--- config.mk ---
export PLATFORM = sky130hd
export DESIGN_NAME = gmps_fifo
export DESIGN_NICKNAME = d
export VERILOG_FILES = /design/src/gmps_pkg.sv /design/src/gmps_fifo.sv
export SDC_FILE = /design/constraint.sdc
export NUM_CORES = 1
export LEC_CHECK = 0
export ABC_AREA = 0
export BUFFER_PORTS_ARGS = -buffer_cell sky130_fd_sc_hd__buf_4
export CORE_MARGIN = 1
export CORE_UTILIZATION = 51
export CTS_CLUSTER_SIZE = 12
export DETAILED_ROUTE_END_ITERATION = 6
export GPL_TIMING_DRIVEN = 0
export PLACE_DENSITY = 0.75
export RECOVER_POWER = 50
export SLEW_MARGIN = 20
export SYNTH_ARGS = -nofsm -noshare
export SYNTH_HDL_FRONTEND = slang
export SYNTH_SLANG_ARGS = --single-unit
--- constraint.sdc ---
create_clock -name i_clk -period 2.2 [get_ports i_clk]
set_clock_uncertainty 0.15 [all_clocks]
set_input_delay 0.55 -clock i_clk [delete_from_list [all_inputs] [get_ports i_clk]]
set_output_delay 0.55 -clock i_clk [all_outputs]
set_load 0.02 [all_outputs]
--- src/gmps_pkg.sv ---
// Shared constants and helper functions of the MTF phasor block.
package gmps_pkg;

    localparam int unsigned MAX_POINTS_DEF = 65536;
    localparam int unsigned TRIG_BITS_DEF  = 16;
    localparam int unsigned FIFO_DEPTH     = 4;

    // Quarter-wave sine polynomial coefficients in Q30.
    localparam logic [30:0] KC1 = 31'd1686629713;
    localparam logic [30:0] KC3 = 31'd693598668;
    localparam logic [30:0] KC5 = 31'd85569306;
    localparam logic [30:0] KC7 = 31'd5026995;
    localparam logic [30:0] KC9 = 31'd172272;
    localparam logic [30:0] Q30_ONE = 31'h4000_0000;

    // Largest value the point count port can show.
    localparam logic [31:0] PCNT_MAX = 32'd131071;
    localparam logic [16:0] MTF_ONE  = 17'd65536;

    // Round a Q30 magnitude to Q1.15, saturate, and apply the sign.
    function automatic logic signed [15:0] to_q15(input logic [31:0] v, input logic neg);
        logic [32:0] r;
        logic [14:0] mag;
        logic signed [15:0] sval;
        r = ({1'b0, v} + 33'd16384) >> 15;
        if (r > 33'd32767) begin
            mag = 15'h7fff;
        end else begin
            mag = r[14:0];
        end
        sval = $signed({1'b0, mag});
        return neg ? -sval : sval;
    endfunction

endpackage

--- src/gmps_fifo.sv ---
// Small flip-flop queue between the front and back parts.
module gmps_fifo #(
    parameter int unsigned WIDTH = 17,
    parameter int unsigned DEPTH = gmps_pkg::FIFO_DEPTH
) (
    input  logic             i_clk,
    input  logic             i_rst_n,
    input  logic             i_wr,
    input  logic [WIDTH-1:0] i_wdata,
    output logic             o_full,
    input  logic             i_rd,
    output logic [WIDTH-1:0] o_rdata,
    output logic             o_empty
);
    import gmps_pkg::*;

    localparam int unsigned PW = (DEPTH > 1) ? $clog2(DEPTH) : 1;
    localparam int unsigned CNW = $clog2(DEPTH + 1);
    localparam logic [PW-1:0] LAST_PTR = PW'(DEPTH - 1);
    localparam logic [CNW-1:0] DEPTH_C = CNW'(DEPTH);

    logic [WIDTH-1:0] r_mem [DEPTH];
    logic [PW-1:0]    r_wptr, r_rptr;
    logic [CNW-1:0]   r_count;
    logic             w_wr, w_rd;

    assign o_full  = (r_count == DEPTH_C);
    assign o_empty = (r_count == '0);
    assign w_wr    = i_wr && !o_full;
    assign w_rd    = i_rd && !o_empty;
    assign o_rdata = r_mem[r_rptr];

    // Pointer and fill bookkeeping.
    always_ff @(posedge i_clk) begin
        if (!i_rst_n) begin
            r_wptr  <= '0;
            r_rptr  <= '0;
            r_count <= '0;
        end else begin
            if (w_wr) begin
                r_wptr <= (r_wptr == LAST_PTR) ? '0 : r_wptr + 1'b1;
            end
            if (w_rd) begin
                r_rptr <= (r_rptr == LAST_PTR) ? '0 : r_rptr + 1'b1;
            end
            if (w_wr && !w_rd) begin
                r_count <= r_count + 1'b1;
            end else if (w_rd && !w_wr) begin
                r_count <= r_count - 1'b1;
            end
        end
    end

    // Entry storage.
    always_ff @(posedge i_clk) begin
        if (w_wr) begin
            r_mem[r_wptr] <= i_wdata;
        end
    end

endmodule

* Word-level counts from Yosys, hierarchy flattened
Memory sizes are Yosys's and may differ from the RTL's. A register that Yosys moved wholly into a read port is not among the register bits. Index checks and enable logic that the tools add are counted.
Operators by class: $add $sub $neg 4, equality and inequality tests 3, muxes and demuxes 8, reduce and logical (&&, ||, !) cells 10
Operator list (number):
- $mux W2 | 4
- $mux W3 | 2
- $add A2 B1 Y2 const B | 2
- $eq A2 B2 Y1 const B | 2
- $logic_and A1 B1 Y1 | 4
- $logic_not A1 Y1 | 4
- $add A3 B1 Y3 const B | 1
- $eq A3 B3 Y1 const B | 1
- $logic_not A3 Y1 | 1
- $sub A3 B1 Y3 const B | 1
- $mux W1 | 2
- $reduce_bool A2 Y1 | 1
Word-level totals: memories kept 1, input port bits 21, RAM bits 68, flip-flop bits (word level) 7, output and inout bits 19, word-level logic and storage cells 29
Memory list:
- r_mem | words 4, width 17, read ports 1, clocked after memory_dff 1, write ports 1, line gmps_fifo.sv:22 | logic [WIDTH-1:0] r_mem [DEPTH];

* Logic depth before layout (Yosys ltp)
depth after elaboration 7, gate-level depth with buffers 9, depth with buffers taken out 8

* Worst setup path before layout
OpenSTA, ideal clock, no wires.
path type reg-to-reg, start register r_count[0], end register r_count[2], required time 1.974 ns, setup slack -0.043 ns, data arrival time 2.017 ns, clock period less this slack 2.243 ns, path buffers 0, cell stages (with the launch flop) 8, library setup time 0.076 ns, path through dfxtp_1 -> o31ai_1 -> ha_1 -> inv_1 -> fa_1 -> xor2_1 -> or3_1 -> a21boi_0
Between the ends: longest elaborated chain between the ends 6, elaborated cells on any way between the ends 15, classes of those cells 2 x add/sub; 1 x eq/ne; 2 x mux; 10 x reduce/logical
Ends and longest elaborated chain:
- start: declaration | line gmps_fifo.sv:24 | logic [CNW-1:0] r_count;
- start signal: assignment | line gmps_fifo.sv:47 | r_count <= r_count + 1'b1;
- start signal: assignment | line gmps_fifo.sv:49 | r_count <= r_count - 1'b1;
- parallel branches: the longest is 6 deep, another holds $sub A3 B1 Y3
Several ways; the timed one is not identified. The select of a mux whose other input is x is not followed. A chain may end at the register's enable or synchronous reset.

==> results.sh <==
export IMPL_finalWorstSetupSlack_ns=-0.1057
export IMPL_reg2reg_depth=9
export IMPL_synth_net_count=168
export IMPL_final_max_slew_viol_count=0
export IMPL_wl_met3_um=216
export IMPL_gp_congestion=0.6909
export IMPL_track_usage=0.1893
export IMPL_violations="setup timing"
export IMPL_cts_tree="done"
export IMPL_tightest_slew_ns=0.5037
export IMPL_path_clk_slew_ns=0.08
export IMPL_pwr_share_comb=0.329
export IMPL_fin_tns_setup_ns=-1.445
export IMPL_max_stage_delay_ns=0.52
export IMPL_layout_drive_gt1_share=0.3663
export IMPL_ant_nets=0
export IMPL_root_buffer="clkbuf_8"
export IMPL_cts_max_level=3
export IMPL_internal_power_mw=3.057
export IMPL_min_delay_path_class="in2reg"
export IMPL_cp_depth=4
export IMPL_ctsHoldBuffers=0
export IMPL_syn_to_final_growth_pct=22.01
export IMPL_grt_pass1_wl_mm=8.017
export IMPL_path_buf_inv=3
export IMPL_wl_per_cell_um=19.10
export IMPL_cp_data_required_time_ns=1.50
export IMPL_netlist_area_leader_share=0.6869
export IMPL_crit_family="multiplexers"
export IMPL_synth_edf_count=68
export IMPL_cts_buffers=9
export IMPL_grt_setup_unrepaired="true"
export IMPL_dp_cells=251
export IMPL_crit_type="reg2out"
export IMPL_path_cells="buf_6 > buf_8 > mux4_2 > buf_6"
export IMPL_dr_total_vias=1475
export IMPL_firstDrtPassIters=4
export IMPL_synth_distinct_cells=25
export IMPL_p_sw_frac=0.2926
export IMPL_yosysWarnings=0
export IMPL_avgSynthCellArea_um2=21.23
export IMPL_coreArea_um2=5574
export IMPL_seq_area_frac_synth=0.7475
export IMPL_cts_max_path_buffers=2
export IMPL_layout_commonest_cell="edfxtp_1"
export IMPL_worstSetupEndpointType="output port"
export IMPL_seqPwrFrac=0.436
export IMPL_synthFlopType="edfxtp_1"
export IMPL_yosys_top_cells_area="edfxtp_1 (69%), mux4_2 (7.6%), mux4_1 (6.2%), dfxtp_1 (6.1%), ha_1 (2.5%)"
export IMPL_clk_latency_ns=0.34
export IMPL_antenna_found_initial=0
export IMPL_die_h_um=78.35
export IMPL_syn_area_um2=2973
export IMPL_dieArea_um2=6139
export IMPL_cpMostUsedCell="buf_6"
export IMPL_fin_crit_ns=2.306
export IMPL_final_cell_mix="edfxtp_1 (68), buf_6 (19), clkbuf_1 (19), mux4_2 (17), buf_4 (10)"
export IMPL_finalSetupViolations=17
export IMPL_wirelength_mm=5.234
export IMPL_fillers=397
export IMPL_drc=0
export IMPL_die_width_um=78.35
export IMPL_synthArstFlopShare=0
export IMPL_met1Wirelength_mm=2.071
export IMPL_slowest_stage="mux4_2"
export IMPL_diodes=0
export IMPL_row_count=27
export IMPL_hpwlAfterDp_mm=3.301
export IMPL_start_util=0.5333
export IMPL_drtIter0Drc=89
export IMPL_netlist_instances=140
export IMPL_power_switching_mw=1.264
export IMPL_crit_fanout=5
export IMPL_hold_viol=0
export IMPL_yosysTopAreaCell="edfxtp_1"
export IMPL_fmax_ghz=0.4337
export IMPL_clkPwrFrac=0.235
export IMPL_whs_path_depth=1
export IMPL_synth_seq_cells=77
export IMPL_max_slew_margin_rel=0.6642
export IMPL_wl_met2_mm=2.862
export IMPL_via_per_inst=5.383
export IMPL_peakVddDrop_uv=631.0
export IMPL_p_leak_nw=1.234
export IMPL_grt_max_degree=18
export IMPL_clock_sinks=77
export IMPL_max_cap_viol_count=0
export IMPL_port_buffers=39
export IMPL_io_pins=40
export IMPL_topRoutingLayerUsed="met4"
export IMPL_post_route_period_util=1.048
export IMPL_overflow=0
export IMPL_fin_cells=274
export IMPL_status="finished, violations left"
export IMPL_arrival_ns=1.61
export IMPL_finalNetCount=225
export IMPL_grt_pass1_vias=1568
export IMPL_crit_path_start_kind="flop"
export IMPL_p_per_area_nw_per_um2=1191
synthesized netlist by cell type (2+ instances only):
cell      instances
and2_1            5
buf_2             3
dfxtp_1           9
edfxtp_1         68
ha_1              6
inv_1             3
mux2i_1           3
mux4_1            7
mux4_2           10
nand2_1           6
nand3_1           2
nor2_1            2
nor2b_1           2
o21ai_0           3
path summary, 6_finish.rpt:
check / slack, ns / to / start
worst min register to register: 0.37 / r_wptr[1] / r_wptr[1]
worst max register to register: 0.01 / r_count[2] / r_count[0]
worst min-delay path: 0.31 / r_mem[1][3] / i_wdata[3]
worst max-delay path: -0.11 / o_rdata[10] / flop
cell families after synthesis:
kind of cell / after synthesis / share of synthesized area
AOI/OAI and AO/OA: 5 / 0.01010
xor gates and xnor gates: 2 / 0.005893
adders and majority gates: 7 / 0.03199
buffers and inverters: 9 / 0.02062
DFF: 77 / 0.7475
muxes: 20 / 0.1477
and+or+nand+nor: 20 / 0.03619
power groups by stage:
stage	Combinational [mW]	Clock, mW	Sequential [mW]
2_1_floorplan	0.786	0	1.88
6_report	1.42	1.02	1.88
4_1_cts	1.47	1.02	1.89
3_3_place_gp	1.14	0	1.89
5_1_grt	1.51	1.09	1.90
3_5_place_dp	1.19	0	1.91
flip-flops by register name, summed over array words and instances, names as in the netlist, named ones only:
register and cells:
r_count 3, r_mem 68, r_rptr 2, r_wptr 2
cell type report:
type                       count  area, um^2  share of cell area
clock inverter                 7       66.31             0.01828
buffer                         5       38.79             0.01069
clock buffer                   9       123.9             0.03415
timing repair buffer          47       376.6              0.1038
multi-input combinational     54       691.9              0.1908
sequential                    77        2228              0.6144
tap                           72       90.09             0.02484
inverter                       3       11.26            0.003105
worst register-to-register path: cells and delay by family, from the launching register on:
kind / cells / cell delay [ns]
AND/OR/NAND/NOR: 3 / 0.56
flip-flops: 1 / 0.50
adder cells (fa/ha/maj): 2 / 0.46
buffers and inverters: 2 / 0.18
XOR/XNOR: 1 / 0.16
AO/OA/AOI/OAI: 1 / 0.12
metrics by stage:
stage	hold WS [ns]	total power, mW	worst slack, ns	utilization	area, um^2
after floorplan	0.3177	2.664	0.001154	-	2979
after global placement	0.3292	3.027	-0.1293	0.6031	3362
after detailed placement	0.3600	3.102	-0.2261	0.6031	3362
after CTS	0.2416	4.389	-0.1811	0.6653	3709
after global routing	0.3035	4.503	-0.1633	0.6507	3627
final	0.3093	4.321	-0.1057	0.6507	3627
repair_timing:
| action | CTS | global route |
|---|---|---|
| cloned | 1 | 0 |
| resized for setup | 33 | 13 |
| buffers inserted | 7 | 1 |
| pin swaps | 2 | 1 |
| endpoints found under the setup margin | 18 | 69 |
per-layer routing:
| layer | vias up | GRT usage |
|---|---|---|
| li1 | 673 | - |
| met1 | 754 | 0.2220 |
| met2 | 38 | 0.3333 |
| met3 | 10 | 0.05000 |
| met4 | 0 | 0.07222 |
| met5 | - | 0 |
Power figures use the tool's default switching activity.
