===== config.mk =====
export PLATFORM = sky130hd
export DESIGN_NAME = gmps_front
export DESIGN_NICKNAME = d
export VERILOG_FILES = /design/src/gmps_pkg.sv /design/src/gmps_front.sv
export SDC_FILE = /design/constraint.sdc
export NUM_CORES = 2
export LEC_CHECK = 0
export ABC_AREA = 1
export BUFFER_PORTS_ARGS = -buffer_cell sky130_fd_sc_hd__buf_2
export CORE_AREA = 2 2 208 210
export CTS_BUF_LIST = sky130_fd_sc_hd__clkbuf_8
export DETAILED_ROUTE_END_ITERATION = 10
export DIE_AREA = 0 0 210 212
export PLACE_DENSITY = 0.85
export SETUP_SLACK_MARGIN = 0.05
export SLEW_MARGIN = 30
export SYNTH_ARGS = -nofsm -noshare
export SYNTH_HDL_FRONTEND = slang
export SYNTH_SLANG_ARGS = --single-unit
export TNS_END_PERCENT = 20

===== constraint.sdc =====
create_clock -name i_clk -period 7.75 [get_ports i_clk]
set_input_delay 1.55 -clock i_clk [delete_from_list [all_inputs] [get_ports i_clk]]
set_output_delay 1.55 -clock i_clk [all_outputs]
set_load 0.01 [all_outputs]

===== src/gmps_pkg.sv =====
// Shared constants and helper functions of the MTF phasor block.
package gmps_pkg;

    localparam int unsigned MAX_POINTS_DEF = 65536;
    localparam int unsigned TRIG_BITS_DEF  = 16;
    localparam int unsigned FIFO_DEPTH     = 4;

    // Quarter-wave sine polynomial coefficients in Q30.
    localparam logic [30:0] KC1 = 31'd1686629713;
    localparam logic [30:0] KC3 = 31'd693598668;
    localparam logic [30:0] KC5 = 31'd85569306;
    localparam logic [30:0] KC7 = 31'd5026995;
    localparam logic [30:0] KC9 = 31'd172272;
    localparam logic [30:0] Q30_ONE = 31'h4000_0000;

    // Largest value the point count port can show.
    localparam logic [31:0] PCNT_MAX = 32'd131071;
    localparam logic [16:0] MTF_ONE  = 17'd65536;

    // Round a Q30 magnitude to Q1.15, saturate, and apply the sign.
    function automatic logic signed [15:0] to_q15(input logic [31:0] v, input logic neg);
        logic [32:0] r;
        logic [14:0] mag;
        logic signed [15:0] sval;
        r = ({1'b0, v} + 33'd16384) >> 15;
        if (r > 33'd32767) begin
            mag = 15'h7fff;
        end else begin
            mag = r[14:0];
        end
        sval = $signed({1'b0, mag});
        return neg ? -sval : sval;
    endfunction

endpackage


===== src/gmps_front.sv =====
// Front part: turns each coordinate into a quantized phase and stages it for the queue.
module gmps_front #(
    parameter int unsigned TRIG_BITS = gmps_pkg::TRIG_BITS_DEF
) (
    input  logic                 i_clk,
    input  logic                 i_rst_n,
    input  logic                 i_push,
    output logic                 o_full,
    input  logic signed [31:0]   i_coordinate,
    input  logic                 i_is_last,
    input  logic [31:0]          i_spatial_frequency,
    output logic                 o_vld,
    output logic [TRIG_BITS-1:0] o_phase,
    output logic                 o_last,
    input  logic                 i_fifo_full
);
    import gmps_pkg::*;

    logic                 r_vld, n_vld;
    logic [TRIG_BITS-1:0] r_phase;
    logic                 r_last;
    logic                 w_ready, w_accept;
    logic signed [64:0]   w_prod;
    logic [39:0]          w_neg;

    // Phase in turns is the fraction of -x*nu, cut to its top bits.
    assign w_prod = $signed(i_coordinate) * $signed({1'b0, i_spatial_frequency});
    assign w_neg  = 40'd0 - w_prod[39:0];

    assign w_ready  = !r_vld || !i_fifo_full;
    assign w_accept = i_push && w_ready;
    assign o_full   = !w_ready;
    assign o_vld    = r_vld;
    assign o_phase  = r_phase;
    assign o_last   = r_last;

    // Stage register holds a request until the queue takes it.
    always_comb begin
        n_vld = r_vld;
        if (w_accept) begin
            n_vld = 1'b1;
        end else if (r_vld && !i_fifo_full) begin
            n_vld = 1'b0;
        end
    end

    always_ff @(posedge i_clk) begin
        if (!i_rst_n) begin
            r_vld <= 1'b0;
        end else begin
            r_vld <= n_vld;
        end
    end

    always_ff @(posedge i_clk) begin
        if (w_accept) begin
            r_phase <= w_neg[39 -: TRIG_BITS];
            r_last  <= i_is_last;
        end
    end

endmodule


======== After elaboration in Yosys (flattened, before gate mapping) ========
Cells that the tools add are included.
storage, ports and cells
  bits in writable memories ............... 0
  bits in registers ....................... 18
  memories kept ........................... 0
  memory bits (read-only) ................. 0
  latch bits .............................. 0
  logic and storage cells ................. 14
  output and inout port bits .............. 19
operators by class
  divide/modulo/power cells ............... 0
  mux-type cells .......................... 2
  $add $sub $neg .......................... 1
  eq/ne operators ......................... 0
  reduce and logical (&&, ||, !) cells .... 7
  $lt $le $gt $ge ......................... 0
  bitwise operators ....................... 0
  shift-type cells ........................ 0
  multiply operators ...................... 1
operators with widths
  cell                     number
  $mul A32 B33 Y40         1
  $sub A1 B40 Y40 const A  1
  $logic_not A1 Y1         3
  $logic_and A1 B1 Y1      2
  $mux W1                  2
  $reduce_bool A2 Y1       1
  $logic_or A1 B1 Y1       1

======== Logic depth before layout (Yosys ltp) ========
  depth after elaboration ................. 4
  gate-level depth with buffers ........... 34
  mapped depth without buffers ............ 32

======== Least setup slack after synthesis ========
Ideal clock, no wire load.
  path kind ............................... in2reg
  start point ............................. input i_spatial_frequency[20]
  end point ............................... register r_phase[10], in the netlist o_phase[10] (data pin)
  setup slack ............................. 14 ps
  data required time ...................... 7,498 ps
  arrival time ............................ 7,483 ps
  stages .................................. 23
  setup time .............................. 252 ps
  path buffers ............................ 2
  path through ............................ clkbuf_1 buf_1 nand2_1 fa_1 inv_1 fa_1 fa_1 fa_1 inv_1 fa_1 fa_1 fa_1 inv_1 fa_1 inv_1 ha_1 nand2_1 nor4_1 nand4_1 nand2_1 nand3_1 nand3_1 nand2_1
on the way
  cells in the longest elaborated chain, start to end .. 2
ends and longest elaborated chain
  item                  line              RTL
  start, declared       gmps_front.sv:11  input logic [31:0] i_spatial_frequency,
  $mul A32 B33 Y40      gmps_front.sv:27  assign w_prod = $signed(i_coordinate) * $signed({1'b0, i_spatial_frequency});
  $sub A1 B40 Y40       gmps_front.sv:28  assign w_neg = 40'd0 - w_prod[39:0];
  via w_neg[34]         gmps_front.sv:24  logic [39:0] w_neg;
  end signal, assigned  gmps_front.sv:57  r_phase <= w_neg[39 -: TRIG_BITS];
  end, declared         gmps_front.sv:20  logic [TRIG_BITS-1:0] r_phase;
The timed path passes the listed nets, and every way through them passes these cells.
A chain may end at the register's enable or synchronous reset.

======== Worst setup path in the final report ========
  start point ............................. input i_coordinate[18]
  end point ............................... register r_phase[13], in the netlist o_phase[13] (data pin)
on the way
  cells in the longest elaborated chain, start to end .. 2
ends and longest elaborated chain
  item              line              RTL
  start, declared   gmps_front.sv:9   input logic signed [31:0] i_coordinate,
  $mul A32 B33 Y40  gmps_front.sv:27
  $sub A1 B40 Y40   gmps_front.sv:28
  via w_neg[37]     gmps_front.sv:24
The timed path passes the listed nets, and every way through them passes these cells.

==> summary.md <==
| Metric | Value |
|---|---|
| Worst-path fanout max | 14 |
| Routed vias/inst | 5.28 |
| Total clock sinks | 18 |
| Initial Util | about three fifths |
| Crit path buffers/inverters | 5 |
| Syn Inst Count | between 3k and 4k |
| Endpoint class of the critical path | flop |
| Post-layout util | ~67% |
| Worst slack, placed | -0.370 ns |
| Worst EP required | between 7 and 8 ns |
| Syn Nets | 4186 |
| Commonest non-fill, non-tap cells in the layout | inv_1, nand2_1, fa_1, buf_4, ha_1 |
| Layout area overhead | 12.7% |
| Initial DRT Pass Iterations | 6 |
| H-tree depth | 1 |
| RSZ-0062 raised after global routing | true |
| Fin. max-slew vios | 0 |
| Hold_ws | between 0.5 and 0.6 ns |
| Antenna Cells | 0 |
| Yosys reg bits | 18 |
| Antenna violations before repair | 2 |
| Synth warnings | 0 |
| RePlAce Congestion | around 0.97 |
| Final WL | ~70000 um |
| Antenna viol nets, final | 0 |
| Nets | about 4.4k |
| DRC errors left | 0 |
| Worst-Margin Slew | between 0.5 and 0.6 ns |
| Minimum clock period | approximately 7.7 ns |
| TritonCTS clock tree | yes |
| Initial drt markers | just over 2k |
| Avg WL per Cell | around 17 um |
| Chip Width | around 210 um |
| Worst path slowest cell | fa_1 |
| HPWL after DPL | between 50000 and 60000 um |
| Status | completed |
| Crit-path max cell delay | about 0.61 ns |
| Core Area | 42500 sq um |
| # IOs | 88 |
| Vias | 21.2k |
| GRT Util Overall | just over 30% |
| Num CTS Buffers | 3 |
| CP delay by family, top | adder cells |
| Synthesized area per cell | between 7 and 8 sq um |
| Setup_tns | 0 ns |
| Number of port buffers | between 80 and 90 |
| Worst setup margin | roughly 0.088 ns |
| Gr ovfl total | 0 |
| Global-route wire length before repair | between 100000 and 150000 um |
| Clock Skew | around 0.0013 ns |
| Clock-pin slew on the worst setup and hold paths | around 0.06 ns |
| Worst skew pair latency | ~0.25 ns |
| R2R depth | 4 |
| Worst Hold Path EP | o_vld |
| Die Height | ~210 um |
| Reg2reg setup slack | roughly 6.7 ns |
| Worst Path Arrival | around 7.7 ns |
| FMAX | 131 MHz |
| Cts hold-fix bufs | 0 |
| Period utilisation layout | between 90% and 100% |
| Post-synthesis sequential area ratio | around 2.1% |
| Layout cells sized above 1 | between 10% and 20% |
| Largest net degree at the start of global routing | 28 |
| # setup viols final | 0 |
| Worst-case clock buffer depth | 2 |
| Root Driver | clkbuf_8 |
| Die area | between 40000 and 50000 sq um |
| Hold Path Depth | 2 |
| Vias in the first global route | approximately 23k |
| Unique masters post-synth | 40 |
| Hold Startpoint | o_vld |
| Setup crit start kind | input pin |
| WS Path Type | in2reg |
| Max-Cap Viols | 0 |
| Slew HR | a little under two thirds |
| Hold Path Class | reg2reg |
| FP Rows | 76 |
| Crit-path most repeated cell | fa_1 |
| Crit path cell chain | clkbuf_4 -> buf_4 -> nand2_1 -> fa_1 -> inv_1 -> fa_1 -> fa_1 -> fa_1 -> fa_1 -> fa_1 -> fa_1 -> fa_1 -> inv_1 -> ha_1 -> a21oi_2 -> buf_4 -> o21ai_0 -> o21bai_1 -> a21oi_2 -> nand3_1 -> xor2_1 |
| Cell area after synthesis | between 20000 and 30000 sq um |
| Most common cell after layout, fill and taps aside | inv_1 |
| Crit Reg-Reg Startpoint | o_vld |
| Reg2reg end | o_phase[2] |
| Final Hold Fails | 0 |
==> flip-flops by register name, summed over array words and instances (netlist names) <==
signal / flops
o_vld: 1
o_phase: 16
o_last: 1
==> worst max path at each step <==
stage | from | end | slack, ns | depth (start not counted)
CTS | i_coordinate[3] | o_phase[14] | 0.02 | 27
floorplan | i_coordinate[10] | o_phase[10] | 0.06 | 23
global placement | i_coordinate[4] | o_phase[14] | -0.24 | 25
finish | i_coordinate[18] | o_phase[13] | 0.09 | 21
detailed placement | i_coordinate[4] | o_phase[14] | -0.37 | 25
global route | i_coordinate[12] | o_phase[8] | -0.03 | 29
==> cells in the mapped netlist, drive strengths merged <==
cell / n / area, sq um
nor4: 3 / 25.0
o31ai: 1 / 7.51
nand3: 53 / 265
nand4: 4 / 25.0
o21ai: 23 / 115
inv: 1162 / 4360
fa: 627 / 12600
o21bai: 3 / 22.5
a21oi: 47 / 235
clkbuf: 115 / 433
dfxtp: 1 / 20.0
buf: 31 / 165
a21boi: 3 / 22.5
a31oi: 2 / 12.5
edfxtp: 17 / 510
o211ai: 1 / 7.51
nor2: 63 / 241
xor2: 15 / 131
clkinv: 1 / 3.75
nand2: 924 / 3480
and3: 1 / 6.26
xnor2: 7 / 61.3
nor3: 6 / 35.0
nand3b: 4 / 30.0
o311ai: 1 / 8.76
a21o: 6 / 45.0
o221ai: 2 / 17.5
ha: 181 / 2260
or2: 2 / 12.5
o21a: 3 / 22.5
==> worst min-delay path: cells and delay by family (launching register included) <==
| kind | cells | cell delay (ns) |
|---|---|---|
| AND/OR/NAND/NOR | 1 | 0.07 |
| flip-flops | 1 | 0.31 |
| AO/OA/AOI/OAI | 1 | 0.08 |
==> kinds of logic after synthesis <==
| family | Yosys count | share of synthesized area (%) |
|---|---|---|
| buffers and inverters | 1309 | 19.7 |
| flip-flops | 18 | 2.11 |
| adder cells (fa/ha/maj) | 808 | 58.9 |
| AO/OA/AOI/OAI | 92 | 2.06 |
| XOR/XNOR | 22 | 0.766 |
| AND/OR/NAND/NOR | 1060 | 16.4 |
==> final cells by class <==
class	count	area, sq um
inverters	1163	4370
clock inverters	1	3.75
fillers	3057	14200
well taps	546	683
clock buffers	3	41.3
flip-flops and latches	18	531
repair buffers	309	2540
multi-input cells	1982	20200
==> timing repair <==
action,in CTS,in global routing
gates cloned,0,4
endpoints found under the setup margin,11,16
resized for setup,34,178
buffers inserted,2,7
pin swaps,9,86
==> per-layer routing <==
| layer | part of all wire [%] | vias to the layer above | GRT usage, % |
|---|---|---|---|
| met5 | 0.038 | - | 0 |
| met4 | 5.7 | 4 | 14.9 |
| met3 | 10 | 348 | 4.95 |
| met2 | 49 | 1191 | 54.3 |
| met1 | 35 | 10300 | 36.5 |
| li1 | - | 9349 | - |
==> stage by stage <==
step	instances	instance area, sq um
3_3_place_gp	4005	27400
5_1_grt	4022	28300
2_1_floorplan	3309	25100
3_5_place_dp	4005	27400
4_1_cts	4011	27600
6_report	4022	28300
Power is left out: the tool's default activity adds up to more than one toggle a clock period on the data nets, which glitch-free logic cannot reach.
