`src/gmps_pkg.sv`:
```
// Shared constants and helper functions of the MTF phasor block.
package gmps_pkg;

    localparam int unsigned MAX_POINTS_DEF = 65536;
    localparam int unsigned TRIG_BITS_DEF  = 16;
    localparam int unsigned FIFO_DEPTH     = 4;

    // Quarter-wave sine polynomial coefficients in Q30.
    localparam logic [30:0] KC1 = 31'd1686629713;
    localparam logic [30:0] KC3 = 31'd693598668;
    localparam logic [30:0] KC5 = 31'd85569306;
    localparam logic [30:0] KC7 = 31'd5026995;
    localparam logic [30:0] KC9 = 31'd172272;
    localparam logic [30:0] Q30_ONE = 31'h4000_0000;

    // Largest value the point count port can show.
    localparam logic [31:0] PCNT_MAX = 32'd131071;
    localparam logic [16:0] MTF_ONE  = 17'd65536;

    // Round a Q30 magnitude to Q1.15, saturate, and apply the sign.
    function automatic logic signed [15:0] to_q15(input logic [31:0] v, input logic neg);
        logic [32:0] r;
        logic [14:0] mag;
        logic signed [15:0] sval;
        r = ({1'b0, v} + 33'd16384) >> 15;
        if (r > 33'd32767) begin
            mag = 15'h7fff;
        end else begin
            mag = r[14:0];
        end
        sval = $signed({1'b0, mag});
        return neg ? -sval : sval;
    endfunction

endpackage

```
`src/gmps_back.sv`:
```
// Back part: sine and cosine on a shared multiplier, accumulation, divide, square root.
module gmps_back #(
    parameter int unsigned MAX_POINTS = gmps_pkg::MAX_POINTS_DEF,
    parameter int unsigned TRIG_BITS  = gmps_pkg::TRIG_BITS_DEF
) (
    input  logic                 i_clk,
    input  logic                 i_rst_n,
    input  logic                 i_fifo_empty,
    input  logic [TRIG_BITS-1:0] i_phase,
    input  logic                 i_last,
    output logic                 o_fifo_pop,
    input  logic [31:0]          i_spatial_frequency,
    input  logic                 i_pop,
    output logic                 o_empty,
    output logic [16:0]          o_mtf_value,
    output logic [16:0]          o_point_count
);
    import gmps_pkg::*;

    localparam int unsigned CW  = $clog2(MAX_POINTS + 1);
    localparam int unsigned SW  = $clog2(MAX_POINTS) + 17;
    localparam int unsigned MW  = SW - 1;
    localparam int unsigned DW  = MW + 16;
    localparam int unsigned DCW = $clog2(DW + 1);
    localparam logic [CW-1:0]  MAXC     = CW'(MAX_POINTS);
    localparam logic [DCW-1:0] DIV_LAST = DCW'(DW - 1);

    // Polynomial sequencer steps.
    localparam logic [2:0] K_SQUARE = 3'd0;
    localparam logic [2:0] K_C7     = 3'd1;
    localparam logic [2:0] K_C5     = 3'd2;
    localparam logic [2:0] K_C3     = 3'd3;
    localparam logic [2:0] K_C1     = 3'd4;
    localparam logic [2:0] K_FINAL  = 3'd5;

    typedef enum logic [6:0] {
        S_IDLE = 7'b0000001,
        S_TRIG = 7'b0000010,
        S_DIV  = 7'b0000100,
        S_SQA  = 7'b0001000,
        S_SQB  = 7'b0010000,
        S_SQRT = 7'b0100000,
        S_OUT  = 7'b1000000
    } t_state;

    t_state               r_state;
    logic [TRIG_BITS-1:0] r_phase;
    logic                 r_last;
    logic [2:0]           r_k;
    logic                 r_pass;
    logic [30:0]          r_z2;
    logic [30:0]          r_t;
    logic [31:0]          r_sin;
    logic signed [SW-1:0] r_re, r_im;
    logic [CW-1:0]        r_items;
    logic [CW-1:0]        r_cnt;
    logic                 r_zero;
    logic [DW-1:0]        r_dvd_a, r_dvd_b;
    logic [CW-1:0]        r_rem_a, r_rem_b;
    logic [30:0]          r_qa, r_qb;
    logic [DCW-1:0]       r_dcnt;
    logic [62:0]          r_sq, r_res, r_bit;
    logic                 r_out_vld;
    logic [16:0]          r_mtf, r_pcnt;

    logic [30:0]          w_zbase, w_z, w_ma, w_mb, w_coef;
    logic [61:0]          w_prod;
    logic [31:0]          w_hi;
    logic [1:0]           w_quad;
    logic signed [15:0]   w_c, w_s;
    logic signed [SW-1:0] w_re_n, w_im_n;
    logic [CW-1:0]        w_items_n;
    logic [MW-1:0]        w_mag_re, w_mag_im;
    logic [CW:0]          w_rem2_a, w_rem2_b;
    logic                 w_ge_a, w_ge_b;
    logic [62:0]          w_trial;
    logic [32:0]          w_mr33;
    logic [17:0]          w_mr;
    logic [31:0]          w_cnt32;
    logic                 w_out_free;

    // Quadrant angle z in Q30; the second pass uses its complement.
    assign w_zbase = {1'b0, r_phase[TRIG_BITS-3:0], {(32 - TRIG_BITS){1'b0}}};
    assign w_z     = r_pass ? (Q30_ONE - w_zbase) : w_zbase;
    assign w_quad  = r_phase[TRIG_BITS-1 -: 2];

    // Operand selection for the one shared multiplier.
    always_comb begin
        w_ma   = r_t;
        w_mb   = r_z2;
        w_coef = KC1;
        case (r_k)
            K_SQUARE: begin
                w_ma = w_z;
                w_mb = w_z;
            end
            K_C7: begin
                w_ma   = KC9;
                w_coef = KC7;
            end
            K_C5:    w_coef = KC5;
            K_C3:    w_coef = KC3;
            K_C1:    w_coef = KC1;
            K_FINAL: w_mb = w_z;
            default: w_coef = KC1;
        endcase
        if (r_state == S_SQA) begin
            w_ma = r_qa;
            w_mb = r_qa;
        end else if (r_state == S_SQB) begin
            w_ma = r_qb;
            w_mb = r_qb;
        end
    end

    assign w_prod = w_ma * w_mb;
    assign w_hi   = w_prod[61:30];

    // Map the two quarter-wave values onto the full circle.
    always_comb begin
        case (w_quad)
            2'd0: begin
                w_s = to_q15(r_sin, 1'b0);
                w_c = to_q15(w_hi, 1'b0);
            end
            2'd1: begin
                w_s = to_q15(w_hi, 1'b0);
                w_c = to_q15(r_sin, 1'b1);
            end
            2'd2: begin
                w_s = to_q15(r_sin, 1'b1);
                w_c = to_q15(w_hi, 1'b1);
            end
            default: begin
                w_s = to_q15(w_hi, 1'b1);
                w_c = to_q15(r_sin, 1'b0);
            end
        endcase
    end

    // Accumulate unless the count is saturated.
    always_comb begin
        w_re_n    = r_re;
        w_im_n    = r_im;
        w_items_n = r_items;
        if (r_items < MAXC) begin
            w_re_n    = r_re + {{(SW - 16){w_c[15]}}, w_c};
            w_im_n    = r_im + {{(SW - 16){w_s[15]}}, w_s};
            w_items_n = r_items + 1'b1;
        end
    end

    assign w_mag_re = w_re_n[SW-1] ? MW'(-w_re_n) : w_re_n[MW-1:0];
    assign w_mag_im = w_im_n[SW-1] ? MW'(-w_im_n) : w_im_n[MW-1:0];

    // Restoring division steps for both components.
    assign w_rem2_a = {r_rem_a, r_dvd_a[DW-1]};
    assign w_rem2_b = {r_rem_b, r_dvd_b[DW-1]};
    assign w_ge_a   = (w_rem2_a >= {1'b0, r_cnt});
    assign w_ge_b   = (w_rem2_b >= {1'b0, r_cnt});

    // Square root trial value and final rounding.
    assign w_trial = r_res + r_bit;
    assign w_mr33  = {1'b0, r_res[31:0]} + 33'd16384;
    assign w_mr    = w_mr33[32:15];
    assign w_cnt32 = 32'(r_cnt);

    assign w_out_free = !r_out_vld || i_pop;
    assign o_fifo_pop = (r_state == S_IDLE) && !i_fifo_empty;
    assign o_empty       = !r_out_vld;
    assign o_mtf_value   = r_mtf;
    assign o_point_count = r_pcnt;

    // Control state and the running sums.
    always_ff @(posedge i_clk) begin
        if (!i_rst_n) begin
            r_state   <= S_IDLE;
            r_re      <= '0;
            r_im      <= '0;
            r_items   <= '0;
            r_out_vld <= 1'b0;
        end else begin
            if (r_state == S_OUT && w_out_free) begin
                r_out_vld <= 1'b1;
            end else if (i_pop && r_out_vld) begin
                r_out_vld <= 1'b0;
            end
            case (r_state)
                S_IDLE: begin
                    if (!i_fifo_empty) begin
                        r_state <= S_TRIG;
                    end
                end
                S_TRIG: begin
                    if (r_k == K_FINAL && r_pass) begin
                        if (r_last) begin
                            r_re    <= '0;
                            r_im    <= '0;
                            r_items <= '0;
                            r_state <= S_DIV;
                        end else begin
                            r_re    <= w_re_n;
                            r_im    <= w_im_n;
                            r_items <= w_items_n;
                            r_state <= S_IDLE;
                        end
                    end
                end
                S_DIV: begin
                    if (r_dcnt == DIV_LAST) begin
                        r_state <= S_SQA;
                    end
                end
                S_SQA:  r_state <= S_SQB;
                S_SQB:  r_state <= S_SQRT;
                S_SQRT: begin
                    if (r_bit[0]) begin
                        r_state <= S_OUT;
                    end
                end
                S_OUT: begin
                    if (w_out_free) begin
                        r_state <= S_IDLE;
                    end
                end
                default: r_state <= S_IDLE;
            endcase
        end
    end

    // Datapath registers.
    always_ff @(posedge i_clk) begin
        case (r_state)
            S_IDLE: begin
                r_phase <= i_phase;
                r_last  <= i_last;
                r_k     <= K_SQUARE;
                r_pass  <= 1'b0;
            end
            S_TRIG: begin
                if (r_k == K_SQUARE) begin
                    r_z2 <= w_hi[30:0];
                    r_k  <= r_k + 1'b1;
                end else if (r_k == K_FINAL) begin
                    r_sin  <= w_hi;
                    r_pass <= 1'b1;
                    r_k    <= K_SQUARE;
                    r_cnt  <= w_items_n;
                    r_zero <= (i_spatial_frequency == 32'd0);
                    r_dvd_a <= {w_mag_re, 16'd0};
                    r_dvd_b <= {w_mag_im, 16'd0};
                    r_rem_a <= '0;
                    r_rem_b <= '0;
                    r_dcnt  <= '0;
                end else begin
                    r_t <= w_coef - w_hi[30:0];
                    r_k <= r_k + 1'b1;
                end
            end
            S_DIV: begin
                r_rem_a <= w_ge_a ? CW'(w_rem2_a - {1'b0, r_cnt}) : w_rem2_a[CW-1:0];
                r_rem_b <= w_ge_b ? CW'(w_rem2_b - {1'b0, r_cnt}) : w_rem2_b[CW-1:0];
                r_qa    <= {r_qa[29:0], w_ge_a};
                r_qb    <= {r_qb[29:0], w_ge_b};
                r_dvd_a <= {r_dvd_a[DW-2:0], 1'b0};
                r_dvd_b <= {r_dvd_b[DW-2:0], 1'b0};
                r_dcnt  <= r_dcnt + 1'b1;
            end
            S_SQA: r_sq <= {1'b0, w_prod};
            S_SQB: begin
                r_sq  <= r_sq + {1'b0, w_prod};
                r_res <= '0;
                r_bit <= {1'b1, 62'd0};
            end
            S_SQRT: begin
                if (r_sq >= w_trial) begin
                    r_sq  <= r_sq - w_trial;
                    r_res <= (r_res >> 1) + r_bit;
                end else begin
                    r_res <= r_res >> 1;
                end
                r_bit <= r_bit >> 2;
            end
            S_OUT: begin
                if (w_out_free) begin
                    if (r_zero || w_mr > 18'd65536) begin
                        r_mtf <= MTF_ONE;
                    end else begin
                        r_mtf <= w_mr[16:0];
                    end
                    r_pcnt <= (w_cnt32 > PCNT_MAX) ? PCNT_MAX[16:0] : w_cnt32[16:0];
                end
            end
            default: r_k <= K_SQUARE;
        endcase
    end

endmodule

```
`config.mk`:
```
export PLATFORM = sky130hd
export DESIGN_NAME = gmps_back
export DESIGN_NICKNAME = d
export VERILOG_FILES = /design/src/gmps_pkg.sv /design/src/gmps_back.sv
export SDC_FILE = /design/constraint.sdc
export NUM_CORES = 2
export LEC_CHECK = 0
export CAP_MARGIN = 15
export CORE_MARGIN = 2
export CORE_UTILIZATION = 43
export CTS_BUF_LIST = sky130_fd_sc_hd__clkbuf_8 sky130_fd_sc_hd__clkbuf_16
export CTS_CLUSTER_DIAMETER = 30
export CTS_CLUSTER_SIZE = 12
export DETAILED_ROUTE_END_ITERATION = 7
export DONT_BUFFER_PORTS = 1
export PLACE_DENSITY = 0.64
export SETUP_SLACK_MARGIN = 0.4
export SLEW_MARGIN = 20
export SYNTH_ARGS = -nofsm -noshare
export SYNTH_HDL_FRONTEND = slang
export SYNTH_SLANG_ARGS = --single-unit
```
`constraint.sdc`:
```
create_clock -name i_clk -period 41.9 [get_ports i_clk]
set_input_delay 6.285 -clock i_clk [delete_from_list [all_inputs] [get_ports i_clk]]
set_output_delay 6.285 -clock i_clk [all_outputs]
set_load 0.005 [all_outputs]
```
Yosys cells after proc, flatten, opt, wreduce, memory -nomap -nowiden. Index checks and enable logic that the tools add are counted. Widths: inputs -> output; s select.

Bits in registers: 645. Bits in latches: 0. RAM bits: 0. Bits in read-only memories: 0. Input bits: 53. Output and inout port bits: 36. Memories kept: 0.

$add $sub $neg: 22. Multiply operators: 1. Divide/modulo/power cells: 0. $lt $le $gt $ge: 8. Equal/unequal tests: 22. Shift-type cells: 0. Multiplexer cells: 60. Bitwise gates (word level): 2. Reductions and logical operators: 28.

Operators by type and width (count): $pmux 63 s2 (2); $mux 48 (4); $pmux 48 s2 (2); $pmux 63 s3 (1); $mux 31 (6); $mux 33 (4); $mux 63 (2); $mux 15 (7); $mux 17 (6); $add 32x15->33 const B (3); $pmux 16 s3 (2); $pmux 31 s3 (1); $pmux 17 s2 (2); $add 33x33->33 (2); $mux 32 (2); $neg 15->16 (4); $neg 32->32 (2); $add 62x63->63 (1); $add 63x62->63 (1); $add 63x63->63 (1); $ge 63x63->1 (1); $sub 63x63->63 (1); $mul 31x31->62 (1); $pmux 31 s2 (1); other kinds (48) (84).

Longest topological paths before layout.
Depth after elaboration: 19. Gate-level depth with buffers: 74.

Worst setup path after synthesis. Ideal clock, no wire load.

Kind: reg2reg. Start point: register r_phase[3]. End point: register r_dvd_b[18] (data pin). Data arrival time: 16633 ps. Path slack: 25003 ps. Stages on the path, launching flop included: 73. Buffers on the path: 6. Cells stage by stage: edfxtp_1 -> or4_1 -> or3_1 -> o41ai_1 -> xor2_1 -> nor2_1 -> o21a_1 -> a221oi_1 -> clkbuf_1 -> nor2_1 -> fa_1 -> inv_1 -> fa_1 -> inv_1 -> fa_1 -> inv_1 -> fa_1 -> inv_1 -> [37 not listed] -> a21o_1 -> a21o_1 -> a21oi_1 -> a311oi_1 -> a2111oi_0 -> nor4_1 -> o21a_1 -> o2111ai_1 -> a21boi_0 -> o21ai_1 -> mux2i_1 -> o21ai_0 -> or3_1 -> buf_6 -> buf_12 -> nor2_1 -> xor2_1 -> o21ai_1.

Cells in the longest elaborated chain, start to end: 19. Elaborated cells between the ends (all ways): 22. Classes of those cells: add/sub: 5; mul: 1; order compare: 1; mux: 15.

Ends and longest elaborated chain: from (decl) (RTL line gmps_back.sv:47) `logic [TRIG_BITS-1:0] r_phase;`; from (signal assigned) (RTL line gmps_back.sv:235) `r_phase <= i_phase;`; $sub 31x30->31 (RTL line gmps_back.sv:84) `assign w_z = r_pass ? (Q30_ONE - w_zbase) : w_zbase;`; $mux 31 * (RTL line gmps_back.sv:84); $pmux 31 s2 or $mux 31 (tied branches) (RTL line gmps_back.sv:92) `case (r_k)`; $mux 31 (RTL line gmps_back.sv:110) `end else if (r_state == S_SQB) begin`; $mux 31 (RTL line gmps_back.sv:107) `if (r_state == S_SQA) begin`; $mul 31x31->62 * (RTL line gmps_back.sv:116) `assign w_prod = w_ma * w_mb;`; named net w_prod[45] (RTL line gmps_back.sv:67) `logic [61:0] w_prod;`; $add 32x15->33 * (RTL line gmps_pkg.sv:25) `r = ({1'b0, v} + 33'd16384) >> 15;`; [4 not listed]; $pmux 16 s3 * (RTL line gmps_back.sv:121) `case (w_quad)`; $add 33x33->33 * (RTL line gmps_back.sv:148) `w_im_n = r_im + {{(SW - 16){w_s[15]}}, w_s};`; $mux 33 * (RTL line gmps_back.sv:146) `if (r_items < MAXC) begin`; $neg 32->32 (RTL line gmps_back.sv:154) `assign w_mag_im = w_im_n[SW-1] ? MW'(-w_im_n) : w_im_n[MW-1:0];`; $mux 32 * (RTL line gmps_back.sv:154); $mux 48 * (RTL line gmps_back.sv:244) `end else if (r_k == K_FINAL) begin`; $mux 48 * (RTL line gmps_back.sv:241) `if (r_k == K_SQUARE) begin`; $pmux 48 s2 * (RTL line gmps_back.sv:233) `case (r_state)`; to (signal assigned) (RTL line gmps_back.sv:251) `r_dvd_b <= {w_mag_im, 16'd0};`; to (signal assigned) (RTL line gmps_back.sv:266) `r_dvd_b <= {r_dvd_b[DW-2:0], 1'b0};`; to (decl) (RTL line gmps_back.sv:58) `logic [DW-1:0] r_dvd_a, r_dvd_b;`.

The timed path passes the listed nets; every way through them passes the cells marked *. The select of a mux whose other input is x is not followed. A chain may end at the register's enable or synchronous reset.

Worst setup path in the final report.
Start point: register r_k[0]. End point: register r_dvd_a[21] (data pin).

Cells in the longest elaborated chain, start to end: 19. Elaborated cells between the ends (all ways): 24. Classes of those cells: add/sub: 4; mul: 1; order compare: 1; eq/ne: 2; mux: 14; reduce/logical: 2.

Ends and longest elaborated chain: from (decl) (RTL line gmps_back.sv:49) `logic [2:0] r_k;`; from (signal assigned) (RTL line gmps_back.sv:243) `r_k <= r_k + 1'b1;`; from (signal assigned) (RTL line gmps_back.sv:257) `r_k <= r_k + 1'b1;`; $eq 3x3->1 or $logic_not 3->1 (tied branches) (RTL line gmps_back.sv:92); $reduce_or 2->1 (no source line); $mux 31 (RTL line gmps_back.sv:92); $mux 31 (RTL line gmps_back.sv:110); $mux 31 (RTL line gmps_back.sv:107); $mul 31x31->62 * (RTL line gmps_back.sv:116); named net w_prod[45] (RTL line gmps_back.sv:67); $add 32x15->33 * (RTL line gmps_pkg.sv:25); [4 not listed]; $pmux 16 s3 * (RTL line gmps_back.sv:121); $add 33x33->33 * (RTL line gmps_back.sv:147) `w_re_n = r_re + {{(SW - 16){w_c[15]}}, w_c};`; $mux 33 * (RTL line gmps_back.sv:146); $neg 32->32 (RTL line gmps_back.sv:153) `assign w_mag_re = w_re_n[SW-1] ? MW'(-w_re_n) : w_re_n[MW-1:0];`; $mux 32 * (RTL line gmps_back.sv:153); $mux 48 * (RTL line gmps_back.sv:244); $mux 48 * (RTL line gmps_back.sv:241); $pmux 48 s2 * (RTL line gmps_back.sv:233); to (signal assigned) (RTL line gmps_back.sv:250) `r_dvd_a <= {w_mag_re, 16'd0};`; to (signal assigned) (RTL line gmps_back.sv:265) `r_dvd_a <= {r_dvd_a[DW-2:0], 1'b0};`; to (decl) (RTL line gmps_back.sv:58).

Marks and branches as above.

==> summary.md <==
| Metric | Value |
|---|---|
| RSZ-0062 raised after global routing | false |
| CTS tree | done |
| Cell area after synthesis | roughly 75000 um^2 |
| Fmax | 0.0512 GHz |
| CP endpoint | r_dvd_a[21]$_DFFE_PP_ |
| Final HPWL from detailed placement | 182 mm |
| R2r setup slk | between 20000 and 25000 ps |
| Top_reg_cell synth | edfxtp_1 |
| Reg clk slew, reported paths | 50 ps |
| I/O Pins | 89 |
| DRC viols | 0 |
| Post-synthesis sequential area ratio | around 21% |
| Area Growth Syn to Fin | 10.1% |
| Largest net degree at the start of global routing | 92 |
| FF-to-FF Start | r_k[0]$_SDFFCE_PN0N_ |
| Die area | 178000 um^2 |
| WP buf/inv | 3 |
| Crit start category | flop |
| Fillcell total | 16.6k |
| Most frequent cells in the layout | nand2_1, inv_1, nor2_1, fa_1, ha_1 |
| Final Hold Fails | 0 |
| Slowest library cell on the worst path | o21ai_0 |
| Initial antenna violation count | 9 |
| Most used cell, CP | fa_1 |
| Worst setup EP type | flop |
| Critical path arrival | about 20000 ps |
| Clk_lat worst skew | 780 ps |
| WL final | between 200 and 250 mm |
| Num CTS Buffers | 148 |
| Worst Path Class, Setup | reg -> reg |
| Worst-margin pin slew | ~1100 ps |
| Share of layout cells above drive strength 1 | about 6.6% |
| Post-synth cell types | around 110 |
| Status | finished clean |
| Async set-reset flop share out of synthesis | 0% |
| Final net count | 9918 |
| H-Tree Depth | 4 |
| Skew final | 49.9 ps |
| WP depth | 56 |
| DIE HEIGHT | 422 um |
| First drt pass iteration count | 6 |
| YS warnings | 0 |
| Vias per std cell | 5.76 |
| Relative slew slack | between 20% and 30% |
| Required time of the critical path | about 42000 ps |
| Resize count post-CTS | 0 |
| Overall die width | 422 um |
| Post-synth EDFFs | 477 |
| Post CTS Setup Buffer Count | 0 |
| First-pass GRT wire length | 369 mm |
| Setup ws final | between 20000 and 25000 ps |
| Synthesized flop and latch total | 568 |
| Vias in the first global route | between 60k and 70k |
| Max-slew violations | 0 |
| Gate Count Post-Synth | between 8k and 9k |
| Clock Path Buffers | 3 |
| Worst min path class | reg -> reg |
| PortBufs | 0 |
| TritonCTS Sinks | 568 |
| Via count | approximately 63k |
| Setup TNS | 0 ps |
| Initial core utilization | roughly 43% |
| Row cnt | 153 |
| CP peak stage delay | 920 ps |
| Crit share post-route | 46.6% |
| Final Wtd Congestion | 0.996 |
| WL per Instance | 21.9 um |
| Delay-heaviest family, CP | simple AND/OR/NAND/NOR gates |
| Commonest non-fill, non-tap cell in the layout | nand2_1 |
| GRT Util Overall | 26.6% |
| Clock Tree Root | clkbuf_16 |
| Final ANT Viol Nets | 0 |
| Core area | 174000 um^2 |
| Synth Area per Inst | 8.76 um^2 |
| Syn nets | approximately 10k |
| DP Worst Slack | 22920 ps |
| Max-cap viol count | 0 |
| Reg2reg path depth | 56 |
| Hold buffers post-CTS | 0 |
| Final instance count without filler cells | 10.9k |
| Drt initial violations | ~5.5k |
| CP Launch Point | r_k[0]$_SDFFCE_PN0N_ |
| Global route overflow | 0 |
| Worst reg2reg endpoint | r_dvd_a[21]$_DFFE_PP_ |
| Placed Cells | 10.6k |
| Worst Path Max Fanout | 24 |
| # setup viols final | 0 |
| Min Tclk post-route | 19520 ps |
-- how the worst min path moves through the flow --
stage                       startpoint  cells past startpoint  slack, ps            endpoint
CTS                 r_qb[17]$_DFFE_PP_                      0        450  r_qb[18]$_DFFE_PP_
finish              r_qb[17]$_DFFE_PP_                      0        450  r_qb[18]$_DFFE_PP_
global placement    r_qa[10]$_DFFE_PP_                      0        430  r_qa[11]$_DFFE_PP_
global route        r_qb[25]$_DFFE_PP_                      0        450  r_qb[26]$_DFFE_PP_
detailed placement  r_qb[21]$_DFFE_PP_                      0        440  r_qb[22]$_DFFE_PP_
floorplan            r_qa[9]$_DFFE_PP_                      0        430  r_qa[10]$_DFFE_PP_
-- cells by family (layout without fill, tap and decap cells) --
logic type / count (synthesis) / after routing / synth area share [%]
mux: 76 / 76 / 1.18
xor+xnor: 489 / 489 / 5.71
fa+ha+maj: 1427 / 1427 / 32.2
buf+inv: 1452 / 1437 / 7.36
simple gates: 2896 / 2896 / 17.5
flops: 568 / 568 / 21.5
compound gates: 1667 / 1667 / 14.6
other cells: 0 / 16 / 0
-- layer usage --
layer | vias to the layer above | share of wire [%] | track usage, %
met1 | 31100 | 42 | 35.0
li1 | 28600 | - | -
met2 | 2558 | 46 | 42.5
met3 | 556 | 8.3 | 5.10
met5 | - | 0 | 0
met4 | 0 | 4.6 | 12.0
-- registers in the layout, indices dropped and copies added, names as in the netlist, 32 cells and up --
| register | flops |
|---|---|
| r_bit | 32 |
| r_dvd_a | 32 |
| r_dvd_b | 32 |
| r_im | 33 |
| r_re | 33 |
| r_res | 63 |
| r_sq | 63 |
-- synth_stat cells (all sizes together), types with 14 or more instances --
library cell,count,share of area (%)
o21a,63,0.63
nor3,129,0.87
a211oi,61,0.62
nor2,885,4.5
a21o,190,1.9
and3,56,0.47
nand2b,73,0.61
a2111oi,16,0.24
xor2,250,2.9
o31ai,31,0.31
dfxtp,91,2.4
or3,44,0.37
ha,583,9.7
nand2,1091,5.5
inv,1031,5.1
o211ai,39,0.40
mux2i,49,0.65
o221ai,32,0.37
a31oi,71,0.59
nor2b,141,1.2
o21ai,397,2.6
nand3,130,0.89
a21boi,33,0.33
and4,14,0.16
o22ai,43,0.37
a22oi,76,0.76
nor4,46,0.47
xnor2,239,2.8
nand4,66,0.55
clkbuf,352,1.8
or2,42,0.35
a221o,17,0.23
fa,844,22
o21bai,62,0.62
buf,66,0.44
a31o,36,0.42
a21oi,359,2.4
mux2,19,0.29
edfxtp,477,19
and2,124,1.0
a211o,18,0.21
nor3b,17,0.17
-- layout make-up --
type                            instances  area, um^2  area share (%)
Multi-Input combinational cell       6555       53700            64.9
Sequential cell                       568       16100            19.5
Inverter                             1034        3890            4.70
Clock buffer                          155        3830            4.63
Tap cell                             2325        2910            3.51
Clock inverter                        117        1220            1.47
Timing Repair Buffer                  131         983            1.19
Antenna cell                           16        40.0          0.0484
-- through the flow --
step	area, um^2	hold WS (ps)	util (%)
floorplan	75200	427	-
global placement	77700	432	44.7
detailed placement	77700	437	44.7
CTS	82700	446	47.6
global route	82800	449	47.6
finish	82800	446	47.6
Power is not shown: default switching activity piles up to over one toggle a cycle in this logic, so the estimate is an artifact.
